## src/sv/fjot_pkg.sv

```systemverilog
// Package for the flat JSON object tokenizer.
// Phase codes, result kinds, error codes, input opcodes, character codes, the step result type and helpers.
// No dependencies.
package fjot_pkg;

  localparam int PhaseW = 4;
  localparam int KindW  = 3;
  localparam int ErrW   = 3;
  localparam int ByteW  = 8;

  // parse phases
  localparam logic [PhaseW-1:0] PH_START       = 4'd0;
  localparam logic [PhaseW-1:0] PH_AFTER_OPEN  = 4'd1;
  localparam logic [PhaseW-1:0] PH_KEY         = 4'd2;
  localparam logic [PhaseW-1:0] PH_KEY_ESC     = 4'd3;
  localparam logic [PhaseW-1:0] PH_AFTER_KEY   = 4'd4;
  localparam logic [PhaseW-1:0] PH_BEFORE_VAL  = 4'd5;
  localparam logic [PhaseW-1:0] PH_VAL         = 4'd6;
  localparam logic [PhaseW-1:0] PH_VAL_ESC     = 4'd7;
  localparam logic [PhaseW-1:0] PH_AFTER_VAL   = 4'd8;
  localparam logic [PhaseW-1:0] PH_AFTER_COMMA = 4'd9;
  localparam logic [PhaseW-1:0] PH_KEY_WS      = 4'd10;
  localparam logic [PhaseW-1:0] PH_DONE        = 4'd11;
  localparam logic [PhaseW-1:0] PH_FAILED      = 4'd12;

  // result kinds
  localparam logic [KindW-1:0] K_KEY_BYTE = 3'd0;
  localparam logic [KindW-1:0] K_VAL_BYTE = 3'd1;
  localparam logic [KindW-1:0] K_KEY_END  = 3'd2;
  localparam logic [KindW-1:0] K_VAL_END  = 3'd3;
  localparam logic [KindW-1:0] K_OK       = 3'd4;
  localparam logic [KindW-1:0] K_ERR      = 3'd5;

  // error codes
  localparam logic [ErrW-1:0] E_NO_BRACE = 3'd0;
  localparam logic [ErrW-1:0] E_QUOTE    = 3'd1;
  localparam logic [ErrW-1:0] E_COLON    = 3'd2;
  localparam logic [ErrW-1:0] E_COMMA    = 3'd3;
  localparam logic [ErrW-1:0] E_UNTERM   = 3'd4;

  // input opcodes
  localparam logic OP_TEXT = 1'b0;
  localparam logic OP_END  = 1'b1;

  // characters
  localparam logic [ByteW-1:0] CH_LBRACE = 8'h7B;
  localparam logic [ByteW-1:0] CH_RBRACE = 8'h7D;
  localparam logic [ByteW-1:0] CH_COLON  = 8'h3A;
  localparam logic [ByteW-1:0] CH_COMMA  = 8'h2C;
  localparam logic [ByteW-1:0] CH_QUOTE  = 8'h22;
  localparam logic [ByteW-1:0] CH_BSLASH = 8'h5C;
  localparam logic [ByteW-1:0] CH_N      = 8'h6E;
  localparam logic [ByteW-1:0] CH_R      = 8'h72;
  localparam logic [ByteW-1:0] CH_T      = 8'h74;
  localparam logic [ByteW-1:0] CH_LF     = 8'h0A;
  localparam logic [ByteW-1:0] CH_CR     = 8'h0D;
  localparam logic [ByteW-1:0] CH_TAB    = 8'h09;
  localparam logic [ByteW-1:0] CH_SPACE  = 8'h20;

  typedef struct packed {
    logic             vld;
    logic [KindW-1:0] kind;
    logic [ByteW-1:0] data;
    logic [ErrW-1:0]  err;
  } step_res_t;

  function automatic logic is_ws(input logic [ByteW-1:0] c);
    return (c == CH_SPACE) || (c >= CH_TAB && c <= CH_CR);
  endfunction

  function automatic logic [ByteW-1:0] unescape(input logic [ByteW-1:0] c);
    logic [ByteW-1:0] r;
    case (c)
      CH_N:    r = CH_LF;
      CH_R:    r = CH_CR;
      CH_T:    r = CH_TAB;
      default: r = c;
    endcase
    return r;
  endfunction

endpackage

```

## src/sv/flat_json_object_tokenizer.sv

```systemverilog
// Flat JSON object tokenizer, top level.
// Each request passes the input register, then the result register, before out_valid.
// Throughput: one request per cycle while the output side does not stall; the phase machine updates once per byte.
// Bytes that give no result pass without waiting on the output side.
// Reset (rst_n low, synchronous): phase back to start, no error held, both stages empty.
// Depends on fjot_pkg and fjot_step.
module flat_json_object_tokenizer (
  input  logic                        clk,
  input  logic                        rst_n,
  input  logic                        in_valid,
  output logic                        in_ready,
  input  logic                        in_opcode,
  input  logic [fjot_pkg::ByteW-1:0]  in_text_byte,
  output logic                        out_valid,
  input  logic                        out_ready,
  output logic [fjot_pkg::KindW-1:0]  out_kind,
  output logic [fjot_pkg::ByteW-1:0]  out_data,
  output logic [fjot_pkg::ErrW-1:0]   out_error_code
);

  logic                        in_vld_r;
  logic                        in_op_r;
  logic [fjot_pkg::ByteW-1:0]  in_byte_r;
  logic [fjot_pkg::PhaseW-1:0] phase_r;
  logic [fjot_pkg::PhaseW-1:0] phase_nxt;
  logic [fjot_pkg::ErrW-1:0]   perr_r;
  logic [fjot_pkg::ErrW-1:0]   perr_nxt;
  logic                        out_vld_r;
  logic [fjot_pkg::KindW-1:0]  out_kind_r;
  logic [fjot_pkg::ByteW-1:0]  out_data_r;
  logic [fjot_pkg::ErrW-1:0]   out_err_r;
  fjot_pkg::step_res_t         res;
  logic                        out_free;
  logic                        step_fire;

  fjot_step u_step (
    .phase     (phase_r),
    .perr      (perr_r),
    .opcode    (in_op_r),
    .text_byte (in_byte_r),
    .phase_nxt (phase_nxt),
    .perr_nxt  (perr_nxt),
    .res       (res)
  );

  assign out_free  = !out_vld_r || out_ready;
  assign step_fire = in_vld_r && (!res.vld || out_free);
  assign in_ready  = !in_vld_r || step_fire;

  always_ff @(posedge clk) begin
    if (!rst_n) begin
      in_vld_r <= 1'b0;
    end else if (in_ready) begin
      in_vld_r <= in_valid;
    end
  end

  always_ff @(posedge clk) begin
    if (in_ready && in_valid) begin
      in_op_r   <= in_opcode;
      in_byte_r <= in_text_byte;
    end
  end

  always_ff @(posedge clk) begin
    if (!rst_n) begin
      phase_r <= fjot_pkg::PH_START;
      perr_r  <= '0;
    end else if (step_fire) begin
      phase_r <= phase_nxt;
      perr_r  <= perr_nxt;
    end
  end

  always_ff @(posedge clk) begin
    if (!rst_n) begin
      out_vld_r <= 1'b0;
    end else if (out_free) begin
      out_vld_r <= step_fire && res.vld;
    end
  end

  always_ff @(posedge clk) begin
    if (step_fire && res.vld) begin
      out_kind_r <= res.kind;
      out_data_r <= res.data;
      out_err_r  <= res.err;
    end
  end

  assign out_valid      = out_vld_r;
  assign out_kind       = out_kind_r;
  assign out_data       = out_data_r;
  assign out_error_code = out_err_r;

endmodule

```

## src/sv/fjot_step.sv

```systemverilog
// Phase machine step for the flat JSON object tokenizer: next phase,
// held error and the result of one request. Pure combinational.
// Depends on fjot_pkg.
module fjot_step (
  input  logic [fjot_pkg::PhaseW-1:0] phase,
  input  logic [fjot_pkg::ErrW-1:0]   perr,
  input  logic                        opcode,
  input  logic [fjot_pkg::ByteW-1:0]  text_byte,
  output logic [fjot_pkg::PhaseW-1:0] phase_nxt,
  output logic [fjot_pkg::ErrW-1:0]   perr_nxt,
  output fjot_pkg::step_res_t         res
);

  logic ws;

  assign ws = fjot_pkg::is_ws(text_byte);

  always_comb begin
    phase_nxt = phase;
    perr_nxt  = perr;
    res       = '0;
    if (opcode == fjot_pkg::OP_END) begin
      phase_nxt = fjot_pkg::PH_START;
      perr_nxt  = '0;
      res.vld   = 1'b1;
      res.kind  = fjot_pkg::K_ERR;
      case (phase)
        fjot_pkg::PH_START: res.err = fjot_pkg::E_NO_BRACE;
        fjot_pkg::PH_AFTER_OPEN, fjot_pkg::PH_AFTER_VAL,
        fjot_pkg::PH_AFTER_COMMA, fjot_pkg::PH_DONE: res.kind = fjot_pkg::K_OK;
        fjot_pkg::PH_KEY, fjot_pkg::PH_KEY_ESC,
        fjot_pkg::PH_VAL, fjot_pkg::PH_VAL_ESC: res.err = fjot_pkg::E_UNTERM;
        fjot_pkg::PH_AFTER_KEY: res.err = fjot_pkg::E_COLON;
        fjot_pkg::PH_BEFORE_VAL, fjot_pkg::PH_KEY_WS: res.err = fjot_pkg::E_QUOTE;
        default: res.err = perr;
      endcase
    end else begin
      case (phase)
        fjot_pkg::PH_START: begin
          if (!ws) begin
            if (text_byte == fjot_pkg::CH_LBRACE) begin
              phase_nxt = fjot_pkg::PH_AFTER_OPEN;
            end else begin
              phase_nxt = fjot_pkg::PH_FAILED;
              perr_nxt  = fjot_pkg::E_NO_BRACE;
            end
          end
        end
        fjot_pkg::PH_AFTER_OPEN: begin
          if (!ws) begin
            if (text_byte == fjot_pkg::CH_RBRACE) begin
              phase_nxt = fjot_pkg::PH_DONE;
            end else if (text_byte == fjot_pkg::CH_QUOTE) begin
              phase_nxt = fjot_pkg::PH_KEY;
            end else begin
              phase_nxt = fjot_pkg::PH_FAILED;
              perr_nxt  = fjot_pkg::E_QUOTE;
            end
          end
        end
        fjot_pkg::PH_AFTER_COMMA, fjot_pkg::PH_KEY_WS: begin
          // whitespace after a comma loses the trailing-comma pass at end
          if (ws) begin
            phase_nxt = fjot_pkg::PH_KEY_WS;
          end else if (text_byte == fjot_pkg::CH_QUOTE) begin
            phase_nxt = fjot_pkg::PH_KEY;
          end else begin
            phase_nxt = fjot_pkg::PH_FAILED;
            perr_nxt  = fjot_pkg::E_QUOTE;
          end
        end
        fjot_pkg::PH_KEY, fjot_pkg::PH_VAL: begin
          if (text_byte == fjot_pkg::CH_QUOTE) begin
            res.vld = 1'b1;
            if (phase == fjot_pkg::PH_KEY) begin
              phase_nxt = fjot_pkg::PH_AFTER_KEY;
              res.kind  = fjot_pkg::K_KEY_END;
            end else begin
              phase_nxt = fjot_pkg::PH_AFTER_VAL;
              res.kind  = fjot_pkg::K_VAL_END;
            end
          end else if (text_byte == fjot_pkg::CH_BSLASH) begin
            phase_nxt = (phase == fjot_pkg::PH_KEY) ? fjot_pkg::PH_KEY_ESC
                                                    : fjot_pkg::PH_VAL_ESC;
          end else begin
            res.vld  = 1'b1;
            res.kind = (phase == fjot_pkg::PH_KEY) ? fjot_pkg::K_KEY_BYTE
                                                   : fjot_pkg::K_VAL_BYTE;
            res.data = text_byte;
          end
        end
        fjot_pkg::PH_KEY_ESC: begin
          phase_nxt = fjot_pkg::PH_KEY;
          res.vld   = 1'b1;
          res.kind  = fjot_pkg::K_KEY_BYTE;
          res.data  = fjot_pkg::unescape(text_byte);
        end
        fjot_pkg::PH_VAL_ESC: begin
          phase_nxt = fjot_pkg::PH_VAL;
          res.vld   = 1'b1;
          res.kind  = fjot_pkg::K_VAL_BYTE;
          res.data  = fjot_pkg::unescape(text_byte);
        end
        fjot_pkg::PH_AFTER_KEY: begin
          if (!ws) begin
            if (text_byte == fjot_pkg::CH_COLON) begin
              phase_nxt = fjot_pkg::PH_BEFORE_VAL;
            end else begin
              phase_nxt = fjot_pkg::PH_FAILED;
              perr_nxt  = fjot_pkg::E_COLON;
            end
          end
        end
        fjot_pkg::PH_BEFORE_VAL: begin
          if (!ws) begin
            if (text_byte == fjot_pkg::CH_QUOTE) begin
              phase_nxt = fjot_pkg::PH_VAL;
            end else begin
              phase_nxt = fjot_pkg::PH_FAILED;
              perr_nxt  = fjot_pkg::E_QUOTE;
            end
          end
        end
        fjot_pkg::PH_AFTER_VAL: begin
          if (!ws) begin
            if (text_byte == fjot_pkg::CH_COMMA) begin
              phase_nxt = fjot_pkg::PH_AFTER_COMMA;
            end else if (text_byte == fjot_pkg::CH_RBRACE) begin
              phase_nxt = fjot_pkg::PH_DONE;
            end else begin
              phase_nxt = fjot_pkg::PH_FAILED;
              perr_nxt  = fjot_pkg::E_COMMA;
            end
          end
        end
        // done, failed and unused codes drop text bytes
        default: begin
          phase_nxt = phase;
        end
      endcase
    end
  end

endmodule
```

## config.mk

```make
export PLATFORM = sky130hd
export DESIGN_NAME = flat_json_object_tokenizer
export DESIGN_NICKNAME = d
export VERILOG_FILES = /design/src/sv/fjot_pkg.sv /design/src/sv/flat_json_object_tokenizer.sv /design/src/sv/fjot_step.sv
export SDC_FILE = /design/constraint.sdc
export NUM_CORES = 1
export LEC_CHECK = 0
export ABC_CLOCK_PERIOD_IN_PS = 3110
export BUFFER_PORTS_ARGS = -buffer_cell sky130_fd_sc_hd__buf_2
export CAP_MARGIN = 40
export CORE_ASPECT_RATIO = 0.5
export CORE_UTILIZATION = 56
export DETAILED_ROUTE_END_ITERATION = 7
export PLACE_DENSITY_LB_ADDON = 0.08
export SLEW_MARGIN = 20
export SYNTH_ARGS = -nofsm -noshare
export SYNTH_HDL_FRONTEND = slang
export SYNTH_SLANG_ARGS = --single-unit
```

## constraint.sdc

```tcl
create_clock -name clk -period 3.11 [get_ports clk]
set_clock_uncertainty 0.2 [all_clocks]
set_input_delay 0.311 -clock clk [delete_from_list [all_inputs] [get_ports clk]]
set_output_delay 0.311 -clock clk [all_outputs]
set_load 0.01 [all_outputs]
```

==> impl_metrics.ini, run 1 <==
[yosys]
avgSynthCellArea_sq_um = 9.217
synth_area_sq_um = 1936
synth_top_cell_area_share = 0.3568
synth_flop_cell = edfxtp_1
synth_seq_cells = 31
synth_edf_count = 23
synth.most_common_cell = edfxtp_1
yosys.area.top_type = edfxtp_1
syn-instance-count = 210
yosysWarnings = 0
synth_commonest_cells = edfxtp_1 (23), nor2_1 (22), nand2_1 (21)
ys_top_cells_by_area = edfxtp_1 (36%), dfxtp_1 (8.3%), nor2_1 (4.3%)
syn-num-nets = 224
ys_types = 55
ys_seq_area_frac = 0.4396
async_flop_share = 0

[die]
fp.dieW_um = 85.15
die_y_um = 43.57
die_area_sq_um = 3710
pin_count = 29
num_rows = 14
core_area_sq_um = 3136
start_util = 0.6173

[timing]
setup_viol = 0
worst_pin_slew_ns = 0.6952
rsz0062_at_grt = no
fmax_mhz = 369.7
fin_crit_sh = 0.8696
slew_headroom = 0.5323
tns_ns = 0
finalHoldViolCount = 0
slew_violations = 0
finalCriticalPeriod_ns = 2.705
whs_ns = 0.01610

[grt]
grt.total_usage = 0.2798
grt_antenna_before_repair = 0
grt_start_max_net_pins = 23
grt_pass1_wl_mm = 7.562
grt_pass1_vias = 1503
grt_overflow_total = 0

[flow_run]
drv_cap = 0

[clocking]
cts-root-buf = clkbuf_8
clk_latency_ns = 0.28
clock_sinks = 31
cts_made_buffers = 5
cts_tree = yes
path_clk_slew_ns = 0.07
cts.htree.levels = 2
cts_buffer_depth = 2

[drt]
vias_per_cell = 6.199
routed_wl_mm = 4.846
ant_nets = 0
firstDrtPassIters = 5
routedWlPerCell_um = 16.94
drt_first_iter_violations = 100
drc = 0
vias = 1773

[layout]
nFillCells = 256
area_growth_pct = 16.81
antenna_cells = 0
multiInputGateArea_sq_um = 1002
register_area_sq_um = 850.8
nets = 259
layout-drive-gt1-share = 0.2114

[hold_path]
hold_class = input pin to flop

[critical_path]
critPathRequiredTime_ns = 2.60
crit_top_cell = nor2_1
critPathLaunchType = flop
crit_path_end_kind = output pin
cp_max_fo = 9
cp_cell_sequence = and4b_1 -> and4b_2 -> nor2_1 -> o31ai_1 -> nor2_1 -> inv_1 -> buf_2
path_class = flop to output pin
cp_slowest_cell = edfxtp_1
crit_path_max_incr_delay_ns = 0.53
crit_arrival_ns = 2.19

[place]
gp_congestion = 1.005
port_buffers = 28
dp_hpwl_mm = 3.381

[power_and_ir_drop]
p_leak_nw = 0.8915
ir_drop_v = 0.0002227
p_per_area_nw_per_um2 = 385.6

[outcome]
status = completed
-- critical path: cells and delay by family (launching register included) --
family          cells  cell delay (ns)
buf+inv             2             0.19
flops               1             0.53
compound gates      1             0.35
simple gates        4             0.85
-- what timing repair did --
action,CTS,global route
setup buffers,0,0
hold buffers,5,2
endpoints found under the hold margin,5,2
resized for setup,0,0
-- power by group --
part	total [mW]	switching (mW)	internal (mW)
clock	0.308	0.156	0.152
sequential	0.483	0.0238	0.459
combinational	0.0812	0.0425	0.0388
-- placed cells by master (no fill, tap or decap), drive strengths merged, types with 2 or more instances in the layout --
cell type / synthesis / routed
o22ai: 3 / 3
edfxtp: 23 / 23
dlygate4sd3: 0 / 7
nor4b: 2 / 2
nor2b: 11 / 11
a21oi: 10 / 10
mux2i: 5 / 5
nand2: 22 / 22
and4b: 2 / 2
a21boi: 2 / 2
a31o: 2 / 2
a211oi: 2 / 2
nand2b: 5 / 5
buf: 7 / 34
and3b: 2 / 2
nor2: 22 / 22
a22oi: 4 / 4
clkinv: 0 / 2
dfxtp: 8 / 8
nand3: 4 / 4
inv: 5 / 5
o21ai: 14 / 14
o211ai: 2 / 2
o211a: 2 / 2
nand4b: 3 / 3
and2: 6 / 6
nor3: 4 / 4
clkbuf: 6 / 5
nand4: 8 / 8
o21a: 4 / 4
-- state kept, by name, indices dropped and copies added, names as in the netlist --
name,count
in_byte_r,8
out_data,8
in_op_r,1
out_valid,1
out_kind,3
out_error_code,3
perr_r,2
in_vld_r,1
phase_r,4
-- through the flow --
step	worst slack (ns)	instance area, sq um	std cells	total power, mW	util
3_3_place_gp	0.6077	2107	271	0.5620	0.6720
3_5_place_dp	0.4914	2107	271	0.5640	0.6720
5_1_grt	0.2149	2261	286	0.9031	0.7211
2_1_floorplan	0.6296	1936	210	0.5367	-
6_report	0.4055	2261	286	0.8719	0.7211
4_1_cts	0.4396	2241	284	0.8726	0.7147
-- kinds of logic after synthesis --
family,after synthesis,synth area share
mux,5,0.02586
fa+ha+maj,1,0.006463
compound gates,56,0.1972
buf+inv,18,0.04266
flops,31,0.4396
simple gates,97,0.2793
xor+xnor,2,0.009051
-- final timing paths --
path	from	end	slack [ns]	cells past startpoint
max	in_byte_r[3]	in_ready	0.41	7
min	in_text_byte[2]	in_byte_r[2]	0.02	1
max reg2reg	in_byte_r[6]	phase_r[2]	0.41	9
min reg2reg	perr_r[0]	perr_r[0]	0.27	2
-- cell type report --
type	count	share of cell area
clock buffer	5	0.03044
clock inverter	3	0.006641
inverter	5	0.008301
multi-input combinational	161	0.4433
sequential	31	0.3763
tap	40	0.02214
timing repair buffer	41	0.1129
-- metal layers --
metal | track usage | share of wire | vias up | routed length [um]
met3 | 0.08190 | 0.12 | 13 | 562
li1 | - | - | 846 | -
met1 | 0.4053 | 0.44 | 815 | 2153
met2 | 0.4000 | 0.43 | 99 | 2067
met4 | 0.1017 | 0.013 | 0 | 63
met5 | 0 | 0 | - | 0
(Power assumes the default switching activity.)
==> inputs of run 2 (changes only) <==
--- a/config.mk
+++ b/config.mk
@@ -9,7 +9,7 @@
 export BUFFER_PORTS_ARGS = -buffer_cell sky130_fd_sc_hd__buf_2
 export CAP_MARGIN = 40
 export CORE_ASPECT_RATIO = 0.5
-export CORE_UTILIZATION = 56
+export CORE_UTILIZATION = 35
 export DETAILED_ROUTE_END_ITERATION = 7
 export PLACE_DENSITY_LB_ADDON = 0.08
 export SLEW_MARGIN = 20
==> impl_metrics.ini, run 2 (synthesized netlist as in run 1, its figures left out) <==
[critical_path]
cp.depth = 7
path_class = flop to output pin
reg2regPathDepth = 6
crit_path_max_incr_delay_ns = 0.47
crit_family = simple AND/OR/NAND/NOR gates
critPathRequiredTime_ns = 2.60
cp_slowest_cell = edfxtp_1
timing.critical_path.buf_inv = 2
crit_arrival_ns = 2.12
crit_path_end_kind = output pin
critPathLaunchType = flop
cp_max_fo = 6
cp_cell_sequence = and4b_1 -> and4b_2 -> nor2_1 -> o31ai_1 -> nor2_1 -> inv_1 -> buf_2
crit_top_cell = nor2_1

[drt]
met1Wirelength_mm = 2.577
route.met2.wl_mm = 1.967
drt_first_iter_violations = 86
firstDrtPassIters = 4
ant_nets = 0
route.met3.wl_um = 328
routed_wl_mm = 4.942
top_layer_used = met4
vias = 1730
drc = 0
routedWlPerCell_um = 15.69
vias_per_cell = 5.492

[clocking]
cts.htree.levels = 2
cts_resized = 0
cts_made_buffers = 5
cts_tree = yes
path_clk_slew_ns = 0.06
cts-root-buf = clkbuf_8
clock_sinks = 31
clk_latency_ns = 0.30
post_cts_buffers = 0
cts_buffer_depth = 2
holdBufCountCts = 6

[place]
dp_cells = 302
gp_congestion = 0.9083
dp_hpwl_mm = 3.536
port_buffers = 28

[die]
pin_count = 29
core_area_sq_um = 5112
num_rows = 18
die_y_um = 54.59
die_area_sq_um = 5850
start_util = 0.3786
fp.dieW_um = 107.2

[timing]
rsz0062_at_grt = no
fin_crit_sh = 0.8456
finalHoldViolCount = 0
slew_violations = 0
slew_headroom = 0.5455
fmax_mhz = 380.3
finalCriticalPeriod_ns = 2.630
setup_viol = 0
tns_ns = 0
worst_pin_slew_ns = 0.6755

[layout]
layout_common_cells = buf_2 (28), edfxtp_1 (23), nor2_1 (22)
fin_cells = 315
layout-drive-gt1-share = 0.2163
area_growth_pct = 18.29
multiInputGateArea_sq_um = 1002
final_common_cell = buf_2
nFillCells = 494
antenna_cells = 0
register_area_sq_um = 850.8
nets = 259

[power_and_ir_drop]
ir_drop_v = 0.0001855
p_per_area_nw_per_um2 = 377.3
p_leak_nw = 0.8949

[grt]
grt.total_usage = 0.1883
grt_pass1_wl_mm = 7.886
grt_antenna_before_repair = 0
grt_overflow_total = 0
grt_pass1_vias = 1503
grt_start_max_net_pins = 23

[hold_path]
holdPathStages = 1
hold_class = input pin to flop

[outcome]
status = completed

[flow_run]
drv_cap = 0
run 2: per-stage QoR:
step	power (mW)	worst slack [ns]	instance area [sq um]	util	hold WS, ns
floorplan	0.5367	0.6296	1936	-	0.2099
global placement	0.5661	0.4862	2152	0.4210	0.2600
detailed placement	0.5656	0.5296	2152	0.4210	0.2592
CTS	0.8744	0.4773	2290	0.4479	0.0002396
global route	0.8994	0.2934	2290	0.4479	0.0001802
finish	0.8639	0.4802	2290	0.4479	0.005060
run 2: final timing paths:
path                    from      endpoint  slack [ns]
max             in_byte_r[7]      in_ready        0.48
min          in_text_byte[6]  in_byte_r[6]       0.005
max reg2reg       phase_r[3]    phase_r[1]        0.52
min reg2reg        perr_r[1]     perr_r[1]        0.27
run 2: cell type report:
type / count / area share
multi-input combinational: 161 / 0.4377
sequential: 31 / 0.3716
timing repair buffer: 41 / 0.1104
tap: 70 / 0.03825
clock buffer: 5 / 0.03005
inverter: 5 / 0.008197
clock inverter: 2 / 0.003825
run 2: power by group:
part           total, mW  internal, mW  switching (mW)
Combinational     0.0795        0.0383          0.0412
Clock              0.301         0.149           0.152
Sequential         0.483         0.459          0.0239
run 2: layer usage:
| metal | vias to the layer above | track usage |
|---|---|---|
| met1 | 813 | 0.2718 |
| met4 | 0 | 0.08219 |
| met2 | 55 | 0.2656 |
| met3 | 9 | 0.04643 |
| met5 | - | 0 |
| li1 | 853 | - |
==> inputs of run 3 (changes only) <==
--- a/config.mk
+++ b/config.mk
@@ -5,7 +5,7 @@
 export SDC_FILE = /design/constraint.sdc
 export NUM_CORES = 1
 export LEC_CHECK = 0
-export ABC_CLOCK_PERIOD_IN_PS = 3110
+export ABC_CLOCK_PERIOD_IN_PS = 2700
 export BUFFER_PORTS_ARGS = -buffer_cell sky130_fd_sc_hd__buf_2
 export CAP_MARGIN = 40
 export CORE_ASPECT_RATIO = 0.5
==> constraint.sdc (replaced) <==
create_clock -name clk -period 2.7 [get_ports clk]
set_clock_uncertainty 0.2 [all_clocks]
set_input_delay 0.27 -clock clk [delete_from_list [all_inputs] [get_ports clk]]
set_output_delay 0.27 -clock clk [all_outputs]
set_load 0.01 [all_outputs]
==> impl_metrics.ini, run 3 (synthesized netlist as in run 1, its figures left out) <==
[outcome]
status = completed

[layout]
nets = 271
area_growth_pct = 25.34
fin_cells = 328
final_area_sq_um = 2426
antenna_cells = 0
layout-drive-gt1-share = 0.2481
layout_common_cells = buf_2 (28), edfxtp_1 (23), nor2_1 (22)
fin_util = 0.4745
final_common_cell = buf_2

[hold_path]
holdPathEnd = in_vld_r
holdPathStages = 2
hold_start = rst_n
hold_class = input pin to flop

[die]
start_util = 0.3786
num_rows = 18
core_area_sq_um = 5112
die_y_um = 54.59
pin_count = 29
die_area_sq_um = 5850
fp.dieW_um = 107.2

[clocking]
path_clk_slew_ns = 0.07
clock_sinks = 31
clk_latency_ns = 0.30
cts.htree.levels = 2
cts_buffer_depth = 2
cts_tree = yes
cts_made_buffers = 5
cts-root-buf = clkbuf_8

[grt]
grt.total_usage = 0.1974
grt_overflow_total = 0
grt_start_max_net_pins = 20
grt_pass1_vias = 1562
grt_antenna_before_repair = 0
grt_pass1_wl_mm = 8.224

[power_and_ir_drop]
p_leak_nw = 0.9642
ir_drop_v = 0.0002341
p_int_mw = 0.8519
p_per_area_nw_per_um2 = 463.7
seqPwrFrac = 0.486
power_frac_clock = 0.412
p_comb_frac = 0.102
sw_frac_of_total = 0.2427
power.switching_mw = 0.2729

[timing]
finalCriticalPeriod_ns = 2.557
whs_ns = 0.09434
setup_viol = 0
rsz0062_at_grt = yes
worst_pin_slew_ns = 0.4732
finalHoldViolCount = 0
slew_violations = 0
fin_crit_sh = 0.9470
tns_ns = 0
slew_headroom = 0.6801
fmax_mhz = 391.1

[critical_path]
crit_path_max_incr_delay_ns = 0.46
rr_endpoint = phase_r[2]
path_class = flop to output pin
timing.critical_path.buf_inv = 2
reg2reg_from = in_byte_r[2]
reg2regPathDepth = 9
cp_slowest_cell = edfxtp_1
r2r_slack_ns = 0.17
critPathRequiredTime_ns = 2.23
cp_max_fo = 6
critPathLaunchType = flop
crit_path_end_kind = output pin
cp_cell_sequence = and4b_2 -> and4b_2 -> nor2_1 -> o31ai_2 -> nor2_1 -> inv_1 -> buf_2
crit_family = simple AND/OR/NAND/NOR gates
crit_arrival_ns = 2.09

[drt]
firstDrtPassIters = 4
vias = 1784
routed_wl_mm = 5.233
drc = 0
ant_nets = 0
vias_per_cell = 5.439
routedWlPerCell_um = 15.95
drt_first_iter_violations = 113

[place]
gp_congestion = 0.9433
postPlaceCellArea_sq_um = 2205
port_buffers = 28
dp_hpwl_mm = 3.717
dp_cells = 309

[flow_run]
drv_cap = 0
-- run 3: power groups by stage --
stage                     Sequential (mW)  Combinational, mW  Clock [mW]
after detailed placement            0.557              0.101           0
final                               0.547              0.115       0.463
after global routing                0.550              0.125       0.503
after floorplan                     0.553             0.0655           0
after global placement              0.557              0.101           0
after CTS                           0.547              0.112       0.474
-- run 3: metrics by stage --
| stage | total power, mW | worst slack [ns] |
|---|---|---|
| 2_1_floorplan | 0.6182 | 0.2196 |
| 3_3_place_gp | 0.6572 | 0.2233 |
| 3_5_place_dp | 0.6574 | 0.1844 |
| 4_1_cts | 1.133 | 0.02674 |
| 5_1_grt | 1.178 | -0.0008684 |
| 6_report | 1.125 | 0.1430 |
-- run 3: metal layers --
| metal | share of wire | global-route usage | routed length [um] | up-vias |
|---|---|---|---|---|
| met2 | 0.40 | 0.2882 | 2108 | 58 |
| met3 | 0.071 | 0.06190 | 369 | 9 |
| met1 | 0.51 | 0.2721 | 2675 | 840 |
| met4 | 0.015 | 0.07991 | 80 | 0 |
| met5 | 0 | 0 | 0 | - |
| li1 | - | - | - | 877 |
-- run 3: worst max-delay path by stage --
stage	startpoint	to	slack (ns)	depth (start not counted)
global route	in_byte_r[2]	phase_r[2]	-0.0009	9
CTS	in_byte_r[3]	in_ready	0.03	7
detailed placement	in_byte_r[2]	phase_r[2]	0.18	9
finish	in_byte_r[7]	in_ready	0.14	7
global placement	in_byte_r[7]	in_byte_r[6]	0.22	7
floorplan	in_byte_r[7]	in_byte_r[0]	0.22	6
-- run 3: what timing repair did --
item / 4_1_cts / 5_1_grt
setup endpoints to repair: 0 / 11
endpoints found under the hold margin: 10 / 0
buffers inserted: 0 / 1
resized for setup: 0 / 2
hold buffers: 10 / 0
-- run 3: layout make-up --
type / count / area (sq um)
fill: 507 / 2686
tap: 70 / 87.58
multi-input combinational: 161 / 1008
clock inverter: 3 / 38.79
inverter: 5 / 18.77
timing repair buffer: 53 / 352.8
sequential: 31 / 850.8
clock buffer: 5 / 68.82
